<file path="src/rtl/core/uart_8e1_run_length_symbol_encoder_assert.svh">
// ----------------------------------------------------------------------------
// Assertion macros for the 8E1 run-length symbol encoder
// Concurrent checks sampled on clk and disabled while rst_n is low.
// ----------------------------------------------------------------------------
`ifndef UART_8E1_RUN_LENGTH_SYMBOL_ENCODER_ASSERT_SVH
`define UART_8E1_RUN_LENGTH_SYMBOL_ENCODER_ASSERT_SVH
`ifndef SYNTHESIS
`define U8E_ASSERT_SAME(lbl, ante, cons, msg) \
  lbl: assert property (@(posedge clk) disable iff (!rst_n) (ante) |-> (cons)) \
    else $error(msg);
`define U8E_ASSERT_NEXT(lbl, ante, cons, msg) \
  lbl: assert property (@(posedge clk) disable iff (!rst_n) (ante) |=> (cons)) \
    else $error(msg);
`else
`define U8E_ASSERT_SAME(lbl, ante, cons, msg)
`define U8E_ASSERT_NEXT(lbl, ante, cons, msg)
`endif
`endif

</file>
<file path="src/rtl/core/u8e_rle_pkg.sv">
// ----------------------------------------------------------------------------
// u8e_rle_pkg
// Types, constants and helper functions shared by the encoder modules.
// ----------------------------------------------------------------------------
`default_nettype none
package u8e_rle_pkg;

  localparam int unsigned FRAME_BITS  = 11;
  localparam int unsigned PTR_W       = 4;
  localparam int unsigned DUR_W       = 15;
  localparam int unsigned BYTE_W      = 8;
  localparam int unsigned RUN_LIMIT   = 32767;
  localparam logic [DUR_W-1:0] BIT_TIME_RST = 15'd833;

  typedef logic [FRAME_BITS-1:0] frame_t;
  typedef logic [PTR_W-1:0]      ptr_t;

  typedef struct packed {
    logic [DUR_W-1:0] first_duration;
    logic             first_level;
    logic [DUR_W-1:0] second_duration;
    logic             second_level;
    logic             last;
    ptr_t             next_ptr;
  } sym_t;

  // Largest number of bits that fit in one run without passing the limit.
  function automatic ptr_t max_bits(input logic [DUR_W-1:0] bt);
    ptr_t k;
    k = '0;
    for (int j = 1; j <= FRAME_BITS; j++) begin
      if ((19'(j) * {4'b0, bt}) <= 19'(RUN_LIMIT)) begin
        k = PTR_W'(j);
      end
    end
    return k;
  endfunction

  // Inverted-line frame: start, data LSB first, even parity, stop.
  function automatic frame_t build_frame(input logic [BYTE_W-1:0] b);
    frame_t f;
    f[0]   = 1'b1;
    f[8:1] = ~b;
    f[9]   = ~(^b);
    f[10]  = 1'b0;
    return f;
  endfunction

  // Length of the run that starts at ptr, zero if ptr is past the frame.
  function automatic ptr_t run_len(input frame_t f, input ptr_t ptr, input ptr_t k);
    frame_t sh;
    ptr_t   len;
    ptr_t   rem;
    logic   stop;
    sh   = f >> ptr;
    rem  = PTR_W'(FRAME_BITS) - ptr;
    len  = (ptr < PTR_W'(FRAME_BITS)) ? PTR_W'(1) : '0;
    stop = (ptr >= PTR_W'(FRAME_BITS));
    for (int j = 1; j < FRAME_BITS; j++) begin
      if (!stop && (PTR_W'(j) < rem) && (sh[j] == sh[0]) && (PTR_W'(j) < k)) begin
        len = PTR_W'(j + 1);
      end else begin
        stop = 1'b1;
      end
    end
    return len;
  endfunction

endpackage
`default_nettype wire

</file>
<file path="src/rtl/core/u8e_rle_symgen.sv">
// ----------------------------------------------------------------------------
// u8e_rle_symgen
// Forms one symbol (one or two runs) starting at a bit position of the frame.
// ----------------------------------------------------------------------------
`default_nettype none
module u8e_rle_symgen (
  input  wire u8e_rle_pkg::frame_t          frame,
  input  wire u8e_rle_pkg::ptr_t            ptr,
  input  wire [u8e_rle_pkg::DUR_W-1:0]      bit_time,
  input  wire u8e_rle_pkg::ptr_t            k,
  output u8e_rle_pkg::sym_t                 sym
);

  u8e_rle_pkg::ptr_t   len1;
  u8e_rle_pkg::ptr_t   len2;
  u8e_rle_pkg::ptr_t   ptr2;
  u8e_rle_pkg::ptr_t   ptr3;
  u8e_rle_pkg::frame_t sh1;
  u8e_rle_pkg::frame_t sh2;
  logic [18:0]         dur1;
  logic [18:0]         dur2;
  logic                has2;

  always_comb begin
    len1 = u8e_rle_pkg::run_len(frame, ptr, k);
    ptr2 = ptr + len1;
    len2 = u8e_rle_pkg::run_len(frame, ptr2, k);
    ptr3 = ptr2 + len2;
    has2 = (len2 != '0);
    sh1  = frame >> ptr;
    sh2  = frame >> ptr2;
    dur1 = {15'b0, len1} * {4'b0, bit_time};
    dur2 = {15'b0, len2} * {4'b0, bit_time};
    sym.first_duration  = dur1[u8e_rle_pkg::DUR_W-1:0];
    sym.first_level     = sh1[0];
    sym.second_duration = has2 ? dur2[u8e_rle_pkg::DUR_W-1:0] : '0;
    sym.second_level    = has2 ? sh2[0] : 1'b0;
    sym.last            = (ptr3 >= u8e_rle_pkg::PTR_W'(u8e_rle_pkg::FRAME_BITS));
    sym.next_ptr        = ptr3;
  end

endmodule
`default_nettype wire

</file>
<file path="src/rtl/core/uart_8e1_run_length_symbol_encoder.sv">
// ----------------------------------------------------------------------------
// uart_8e1_run_length_symbol_encoder
// Expands each byte into an inverted 8E1 frame and emits its runs in pairs.
// ----------------------------------------------------------------------------
//  Channel | Direction | Handshake           | Payload
//  in_     | input     | in_tvalid/tready    | tdata: data_byte
//  out_    | output    | out_tvalid/tready   | tdata: durations, levels; tlast
//  cfg_    | input     | cfg_valid/ready     | cfg_data: bit_time
//
// One symbol leaves per cycle while the output is not stalled; a byte's frame
// holds one to six symbols, the number set by the symbol serializer.
// The next byte is accepted in the cycle its predecessor's last symbol loads.
// Reset is synchronous; bit_time returns to 833 ticks.
// A stall on the output holds the output register and the serializer.
`default_nettype none
module uart_8e1_run_length_symbol_encoder (
  input  wire        clk,
  input  wire        rst_n,
  input  wire        in_tvalid,
  output logic       in_tready,
  input  wire [7:0]  in_tdata,   // [7:0] data_byte
  output logic       out_tvalid,
  input  wire        out_tready,
  output logic [31:0] out_tdata, // [14:0] first_duration, [15] first_level,
                                 // [30:16] second_duration, [31] second_level
  output logic       out_tlast,
  input  wire        cfg_valid,
  output logic       cfg_ready,
  input  wire [14:0] cfg_data
);

  logic                    busy_r, busy_nxt;
  u8e_rle_pkg::frame_t     frame_r, frame_nxt;
  u8e_rle_pkg::ptr_t       ptr_r, ptr_nxt;
  logic [14:0]             bit_time_r;
  u8e_rle_pkg::ptr_t       k_r;
  logic                    out_valid_r, out_valid_nxt;
  logic [31:0]             out_data_r;
  logic                    out_last_r;
  u8e_rle_pkg::sym_t       sym;
  logic                    load;
  logic                    in_acc;

  u8e_rle_symgen u_symgen (
    .frame    (frame_r),
    .ptr      (ptr_r),
    .bit_time (bit_time_r),
    .k        (k_r),
    .sym      (sym)
  );

  always_comb begin
    load          = busy_r && (!out_valid_r || out_tready);
    in_tready     = !busy_r || (load && sym.last);
    in_acc        = in_tvalid && in_tready;
    busy_nxt      = busy_r;
    ptr_nxt       = ptr_r;
    frame_nxt     = frame_r;
    out_valid_nxt = out_valid_r;
    if (out_tready) begin
      out_valid_nxt = 1'b0;
    end
    if (load) begin
      out_valid_nxt = 1'b1;
      ptr_nxt       = sym.next_ptr;
      if (sym.last) begin
        busy_nxt = 1'b0;
      end
    end
    if (in_acc) begin
      busy_nxt  = 1'b1;
      ptr_nxt   = '0;
      frame_nxt = u8e_rle_pkg::build_frame(in_tdata);
    end
  end

  always_ff @(posedge clk) begin
    if (!rst_n) begin
      busy_r      <= 1'b0;
      ptr_r       <= '0;
      out_valid_r <= 1'b0;
      bit_time_r  <= u8e_rle_pkg::BIT_TIME_RST;
      k_r         <= u8e_rle_pkg::max_bits(u8e_rle_pkg::BIT_TIME_RST);
    end else begin
      busy_r      <= busy_nxt;
      ptr_r       <= ptr_nxt;
      out_valid_r <= out_valid_nxt;
      if (cfg_valid) begin
        bit_time_r <= cfg_data;
        k_r        <= u8e_rle_pkg::max_bits(cfg_data);
      end
    end
  end

  always_ff @(posedge clk) begin
    frame_r <= frame_nxt;
    if (load) begin
      out_data_r <= {sym.second_level, sym.second_duration,
                     sym.first_level, sym.first_duration};
      out_last_r <= sym.last;
    end
  end

  assign cfg_ready  = 1'b1;
  assign out_tvalid = out_valid_r;
  assign out_tdata  = out_data_r;
  assign out_tlast  = out_last_r;

`include "uart_8e1_run_length_symbol_encoder_assert.svh"

  `U8E_ASSERT_NEXT(a_accept_busy, in_acc, busy_r, "Accepted word did not start a frame.")
  `U8E_ASSERT_SAME(a_ptr_range, busy_r, ptr_r < 4'd11, "Serializer position passed the frame.")
  `U8E_ASSERT_SAME(a_ready_busy, in_tready && busy_r, load && sym.last, "Input ready mid-frame.")

endmodule
`default_nettype wire
</file>
<file path="config.mk">
export PLATFORM = sky130hd
export DESIGN_NAME = uart_8e1_run_length_symbol_encoder
export DESIGN_NICKNAME = d
export VERILOG_FILES = /design/src/rtl/core/u8e_rle_pkg.sv /design/src/rtl/core/u8e_rle_symgen.sv /design/src/rtl/core/uart_8e1_run_length_symbol_encoder.sv
export VERILOG_INCLUDE_DIRS = /design/src /design/src/rtl/core
export SDC_FILE = /design/constraint.sdc
export NUM_CORES = 1
export LEC_CHECK = 0
export BUFFER_PORTS_ARGS = -buffer_cell sky130_fd_sc_hd__clkbuf_2
export CORE_ASPECT_RATIO = 0.5
export CORE_MARGIN = 1.5
export CORE_UTILIZATION = 45
export CTS_BUF_LIST = sky130_fd_sc_hd__clkbuf_16
export DETAILED_ROUTE_END_ITERATION = 8
export HOLD_SLACK_MARGIN = 0.02
export PLACE_DENSITY = 0.66
export SYNTH_ARGS = -nofsm -noshare
export SYNTH_HDL_FRONTEND = slang
export SYNTH_SLANG_ARGS = --single-unit
</file>
<file path="constraint.sdc">
create_clock -name clk -period 23.1 [get_ports clk]
set_input_delay 4.62 -clock clk [delete_from_list [all_inputs] [get_ports clk]]
set_output_delay 4.62 -clock clk [all_outputs]
set_load 0.01 [all_outputs]
</file>
==> results.tsv, run 1 <==
stage	metric	value	unit
outcome	status	completed	
drt	drc	0	
floorplan	core	0.0232	sq mm
finish	regArea	0.00176	sq mm
sta	setup_tns	0	ns
floorplan	fp.dieH	113	um
grt	grt_max_degree	37	
sta	slew_viol_final	0	
floorplan	start_util	46.6	%
clocking	postCtsSetupBuffers	0	
clocking	postCtsResizedCells	0	
synth	synth_nets	1501	
grt	grt_first_pass_wirelength	43100	um
sta	setup_violations	0	
finish	fin_nets	1539	
sta	max_freq	70.1	MHz
clocking	clkTransAtPathRegs	0.06	ns
clocking	clock_sinks	67	
clocking	numCtsBuffers	9	
grt	track_usage	21.3	%
drt	num_vias	8921	
synth	synthCells	1255	
synth	yosysSeqAreaShare	16.3	%
drt	wire_per_inst	15.9	um
floorplan	dieArea	0.0250	sq mm
floorplan	fp-row-count	39	
clocking	cts_tree	yes	
worst_setup_path	endpoint_kind	primary output	
synth	syn_area	0.0108	sq mm
worst_setup_path	slowest_stage	dfxtp_1	
flow_run	drv_cap	0	
worst_setup_path	slowest_delay	1.04	ns
placement	hpwl	20300	um
sta	finalHoldViolations	0	
clocking	ctsRootBufferMaster	clkbuf_16	
finish	multi_input_area	0.00823	sq mm
sta	relSlewSlack	20.1	%
sta	min_period_over_period	61.7	%
finish	mostFrequentLayoutCell	inv_1	
clocking	clockBufferDepth	2	
finish	nFillCells	2168	
synth	ys_types	82	
sta	layout_min_cycle_time	14.26	ns
min_path	hold_class	flip-flop to flip-flop	
clocking	htreeDepth	3	
drt	vias_per_cell	5.55	
worst_setup_path	critPathRequiredTime	18.48	ns
drt	ant_nets	0	
grt	antenna_found_initial	1	
sta	rsz0062_at_grt	no	
placement	gp_congestion	0.877	
floorplan	ioPinCount	64	
synth	yosysWarnings	0	
clocking	insertion_delay	0.34	ns
worst_setup_path	startpoint_type	flip-flop	
drt	firstDrtPassIters	5	
drt	finalWirelength	25600	um
sta	max_slew.worst_pin.slew	1.19	ns
placement	port_buffers	62	
worst_setup_path	path_max_fanout	26	
synth	synth_seq_cells	67	
sta	final.setup_skew	0.00764	ns
synth	avgSynthCellArea	8.62	sq um
worst_setup_path	critPathKind	flip-flop to primary output	
floorplan	fp.dieW	222	um
finish	area_growth	7.61	%
grt	overflow	0	
clocking	hold_buffers	0	
drt	initialDrtViolationCount	507	
synth	synth_ff_type	edfxtp_1	
worst_setup_path	crit_arrival	9.64	ns
finish	layout_common_cells	170 x inv_1, 139 x ha_1, 115 x nand2_1, 79 x fa_1, 69 x a21oi_1	
finish	layout-drive-gt1-share	8.71	%
grt	grt_pass1_vias	8805	
synth	synth-edff-count	42	
synth	postSynth.asyncResetShare	0	%
state kept, by name, summed over array words and instances, names as in the netlist:
| signal | flops |
|---|---|
| bit_time_r | 15 |
| busy_r | 1 |
| frame_r | 9 |
| k_r | 4 |
| out_tdata | 32 |
| out_tlast | 1 |
| out_tvalid | 1 |
| ptr_r | 4 |
path summary, 6_finish.rpt:
check                           startpoint             to  slack [ns]  cells past startpoint
worst min-delay path                busy_r     out_tvalid        0.49                      2
worst max-delay path              ptr_r[1]      in_tready        8.84                     29
worst min register to register      busy_r     out_tvalid        0.49                      2
worst max register to register    ptr_r[1]  out_tdata[30]       11.52                     36
cell type report:
| class | count | share of cell area, % |
|---|---|---|
| Sequential cell | 67 | 15.1 |
| Clock buffer | 9 | 1.93 |
| Clock inverter | 7 | 0.312 |
| Antenna cell | 1 | 0.0215 |
| Tap cell | 307 | 3.30 |
| Inverter | 170 | 5.48 |
| Multi-Input combinational cell | 976 | 70.7 |
| Timing Repair Buffer | 69 | 3.12 |
metrics by stage:
stage	area [sq um]	worst slack, ns	hold WS, ns	std cells	util [%]
after CTS	11600	8.93	0.492	1605	50.1
final	11600	8.84	0.489	1606	50.1
after detailed placement	11400	9.33	0.484	1589	49.0
after global placement	11400	9.71	0.466	1589	49.0
after floorplan	10800	11.16	0.449	1255	-
after global routing	11600	8.09	0.527	1605	50.1
critical path, delay by kind of cell, from the launching register on:
family | cells | cell delay [ns]
AO/OA/AOI/OAI | 9 | 2.64
buffers and inverters | 7 | 1.25
adder cells (fa/ha/maj) | 4 | 1.31
XOR/XNOR | 2 | 1.13
AND/OR/NAND/NOR | 5 | 1.29
multiplexers | 2 | 0.60
flip-flops | 1 | 1.04
Yosys cell counts (32+ instances only):
cell	instances	area, sq um
ha_1	139	1740
xnor2_1	56	490
nor2_1	57	214
mux2i_1	39	390
fa_1	79	1580
edfxtp_1	42	1260
and2_1	48	300
nor2b_1	32	200
a21oi_1	69	345
inv_1	168	631
nor3_1	34	170
nand2_1	115	432
o21ai_0	39	195
kinds of logic (layout without fill, tap and decap cells):
group | count (synthesis) | count (layout) | share of synthesized area [%]
DFF | 67 | 67 | 16.3
other | 1 | 2 | 0.0347
xor gates and xnor gates | 74 | 74 | 6.23
buffers and inverters | 212 | 255 | 7.70
adders and majority gates | 218 | 218 | 30.7
muxes | 50 | 50 | 5.30
AOI/OAI and AO/OA | 245 | 245 | 15.1
and+or+nand+nor | 388 | 388 | 18.6
layer usage:
| metal | up-vias | global-route usage, % | wire length [um] |
|---|---|---|---|
| li1 | 4413 | - | - |
| met1 | 4281 | 28.4 | 12500 |
| met2 | 190 | 35.9 | 11400 |
| met3 | 37 | 3.48 | 1130 |
| met4 | 0 | 5.80 | 474 |
| met5 | - | 0 | 0 |
Power of run 1 is left out: the tool's default activity adds up to more than one toggle a clock period on the data nets, which glitch-free logic cannot reach.
==> inputs of run 2 (changes only) <==
--- a/config.mk
+++ b/config.mk
@@ -6,6 +6,7 @@
 export SDC_FILE = /design/constraint.sdc
 export NUM_CORES = 1
 export LEC_CHECK = 0
+export ABC_AREA = 1
 export BUFFER_PORTS_ARGS = -buffer_cell sky130_fd_sc_hd__clkbuf_2
 export CORE_ASPECT_RATIO = 0.5
 export CORE_MARGIN = 1.5
==> constraint.sdc (replaced) <==
create_clock -name clk -period 14.7 [get_ports clk]
set_input_delay 2.94 -clock clk [delete_from_list [all_inputs] [get_ports clk]]
set_output_delay 2.94 -clock clk [all_outputs]
set_load 0.01 [all_outputs]
==> run 2 against run 1 <==
Compared with the run above:
- worst hold slack gained 0.011 ns
- global-route usage shrank 0.18 points
- synthesized cell count grew 24%
- sequential share of layout area shrank 0.60 points
- non-clock buffer count shrank 4
- core utilization is essentially flat
- sequential cell count is the same
- critical path depth grew 10
- die area grew 3.1%
- first-iteration DRC count grew 6.5%
- routed wire length grew 2.8%
- via count grew 11%
==> results.tsv, run 2 <==
stage	metric	value	unit
synth	synth-edff-count	42	
synth	synth.area.top_cells	ha_1 16%, fa_1 14%, edfxtp_1 11%, inv_1 11%, nand2_1 10%	
drt	initialDrtViolationCount	540	
sta	setup_violations	0	
synth	synth-adder-area-share	29.7	%
clocking	hold_buffers	0	
drt	finalWirelength	26300	um
drt	firstDrtPassIters	5	
worst_setup_path	path_max_fanout	21	
grt	overflow	0	
placement	hpwl	21700	um
synth	synth_nets	1802	
placement	gp_congestion	0.914	
drt	num_vias	9879	
outcome	status	completed	
floorplan	core	0.0242	sq mm
worst_setup_path	critPathMostFrequentCell	nand3_2	
floorplan	dieArea	0.0258	sq mm
clocking	clock_sinks	67	
worst_setup_path	critPathRequiredTime	11.76	ns
worst_setup_path	endpoint_kind	primary output	
floorplan	start_util	46.2	%
worst_setup_path	critPathKind	flip-flop to primary output	
clocking	numCtsBuffers	9	
clocking	clkTransAtPathRegs	0.06	ns
grt	track_usage	21.1	%
worst_setup_path	r2r_cells	56	
finish	largest_reg_flops	32	
sta	layout_min_cycle_time	10.87	ns
synth	synth_compound_area_share	12.9	%
floorplan	ioPinCount	64	
drt	ant_nets	0	
synth	synth.area.mux_share	0.0897	%
sta	slew_viol_final	0	
synth	postSynth.asyncResetShare	0	%
synth	ys_types	61	
grt	grt_max_degree	37	
sta	max_freq	92.0	MHz
min_path	hold_class	flip-flop to flip-flop	
worst_setup_path	startpoint_type	flip-flop	
floorplan	fp.dieH	114	um
synth	synth_ff_type	edfxtp_1	
sta	final.setup_skew	0.0163	ns
sta	max_slew.worst_pin.slew	0.814	ns
synth	yosysWarnings	0	
synth	synth_most_common_cell	inv_1	
finish	area_growth	8.61	%
sta	finalHoldViolations	0	
floorplan	fp.dieW	226	um
clocking	htreeDepth	3	
finish	nFillCells	2490	
worst_setup_path	crit_arrival	7.93	ns
worst_setup_path	slowest_stage	fa_1	
floorplan	fp-row-count	40	
finish	diodes	0	
synth	yosys.area_share.xor_xnor	4.38	%
sta	rsz0062_at_grt	no	
clocking	clockBufferDepth	2	
synth	synthCells	1556	
sta	setup_tns	0	ns
min_path	hold_depth	2	
clocking	insertion_delay	0.35	ns
placement	port_buffers	62	
clocking	ctsRootBufferMaster	clkbuf_16	
flow_run	drv_cap	0	
sta	min_period_over_period	74.0	%
synth	avgSynthCellArea	7.18	sq um
grt	antenna_found_initial	0	
grt	grt_first_pass_wirelength	43800	um
finish	fin_nets	1855	
finish	multi_input_area	0.00807	sq mm
grt	grt_pass1_vias	9168	
synth	yosysSeqAreaShare	15.8	%
finish	layout_common_cells	315 x inv_1, 296 x nand2_1, 139 x ha_1, 130 x nor2_1, 110 x a21oi_1	
finish	layout-drive-gt1-share	9.54	%
clocking	cts_tree	yes	
worst_setup_path	slowest_delay	0.96	ns
clocking	postCtsSetupBuffers	0	
drt	drc	0	
synth	synth_seq_cells	67	
finish	regArea	0.00176	sq mm
finish	mostFrequentLayoutCell	inv_1	
synth	yosys.area.top_type	ha_1	
clocking	postCtsResizedCells	0	
synth	synth_top_family_by_area	adder cells	
drt	wire_per_inst	13.5	um
synth	synth_top_area_share	15.6	%
synth	synth_simple_gate_area_share	25.1	%
sta	relSlewSlack	44.3	%
synth	syn_area	0.0112	sq mm
drt	vias_per_cell	5.07	
synth	synth_common_cells	314 x inv_1, 296 x nand2_1, 139 x ha_1, 130 x nor2_1, 110 x a21oi_1	
-- run 2: changes by cell type after synthesis, sizes merged, moves of 21 or more --
cell   change
a21o      -25
a21oi     +44
and2      -46
inv      +153
mux2i     -39
nand2    +202
nand3     +75
nor2      +88
nor2b     -32
o21ai     +47
xnor2     -40
xor2      +21
-- run 2: through the flow --
step           hold slack (ns)  worst slack (ns)  cells  utilization [%]  instance area, sq um
3_3_place_gp             0.501              4.56   1934             48.9                 11800
6_report                 0.500              3.83   1950             50.2                 12100
4_1_cts                  0.504              3.93   1950             50.2                 12100
5_1_grt                  0.517              3.18   1950             50.2                 12100
2_1_floorplan            0.459              5.74   1556                -                 11200
3_5_place_dp             0.496              4.30   1934             48.9                 11800
-- run 2: logic make-up after synthesis --
family	after synthesis
other cells	1
flops	67
compound gates	256
xor+xnor	55
mux	1
simple gates	608
buf+inv	350
fa+ha+maj	218
-- run 2: path summary, 6_finish.rpt --
kind                                  from       endpoint  slack, ns
worst max-delay path              ptr_r[1]      in_tready       3.83
worst min-delay path            out_tvalid     out_tvalid       0.50
worst max register to register    ptr_r[1]  out_tdata[30]       4.22
worst min register to register  out_tvalid     out_tvalid       0.50
-- run 2: area by class of cell --
type,count,area share (%)
multi-input cells,1139,66.5
flip-flops and latches,67,14.5
inverters,327,10.1
well taps,336,3.47
repair buffers,65,2.74
clock buffers,10,2.06
clock inverters,6,0.506
-- run 2: worst max-delay path, delay by kind of cell, from the launching register on --
| family | cells | cell delay [ns] |
|---|---|---|
| and+or+nand+nor | 25 | 3.23 |
| xor gates and xnor gates | 1 | 0.31 |
| adders and majority gates | 4 | 1.78 |
| buffers and inverters | 5 | 0.89 |
| AOI/OAI and AO/OA | 4 | 0.68 |
| DFF | 1 | 0.67 |
-- run 2: layer usage --
metal	vias to the layer above	track usage, %	wire (um)
met5	-	0	0
met4	0	4.21	248
met3	14	2.41	1400
met2	216	35.1	11700
met1	4533	29.7	13000
li1	5116	-	-
Power of run 2 is left out for the same reason.
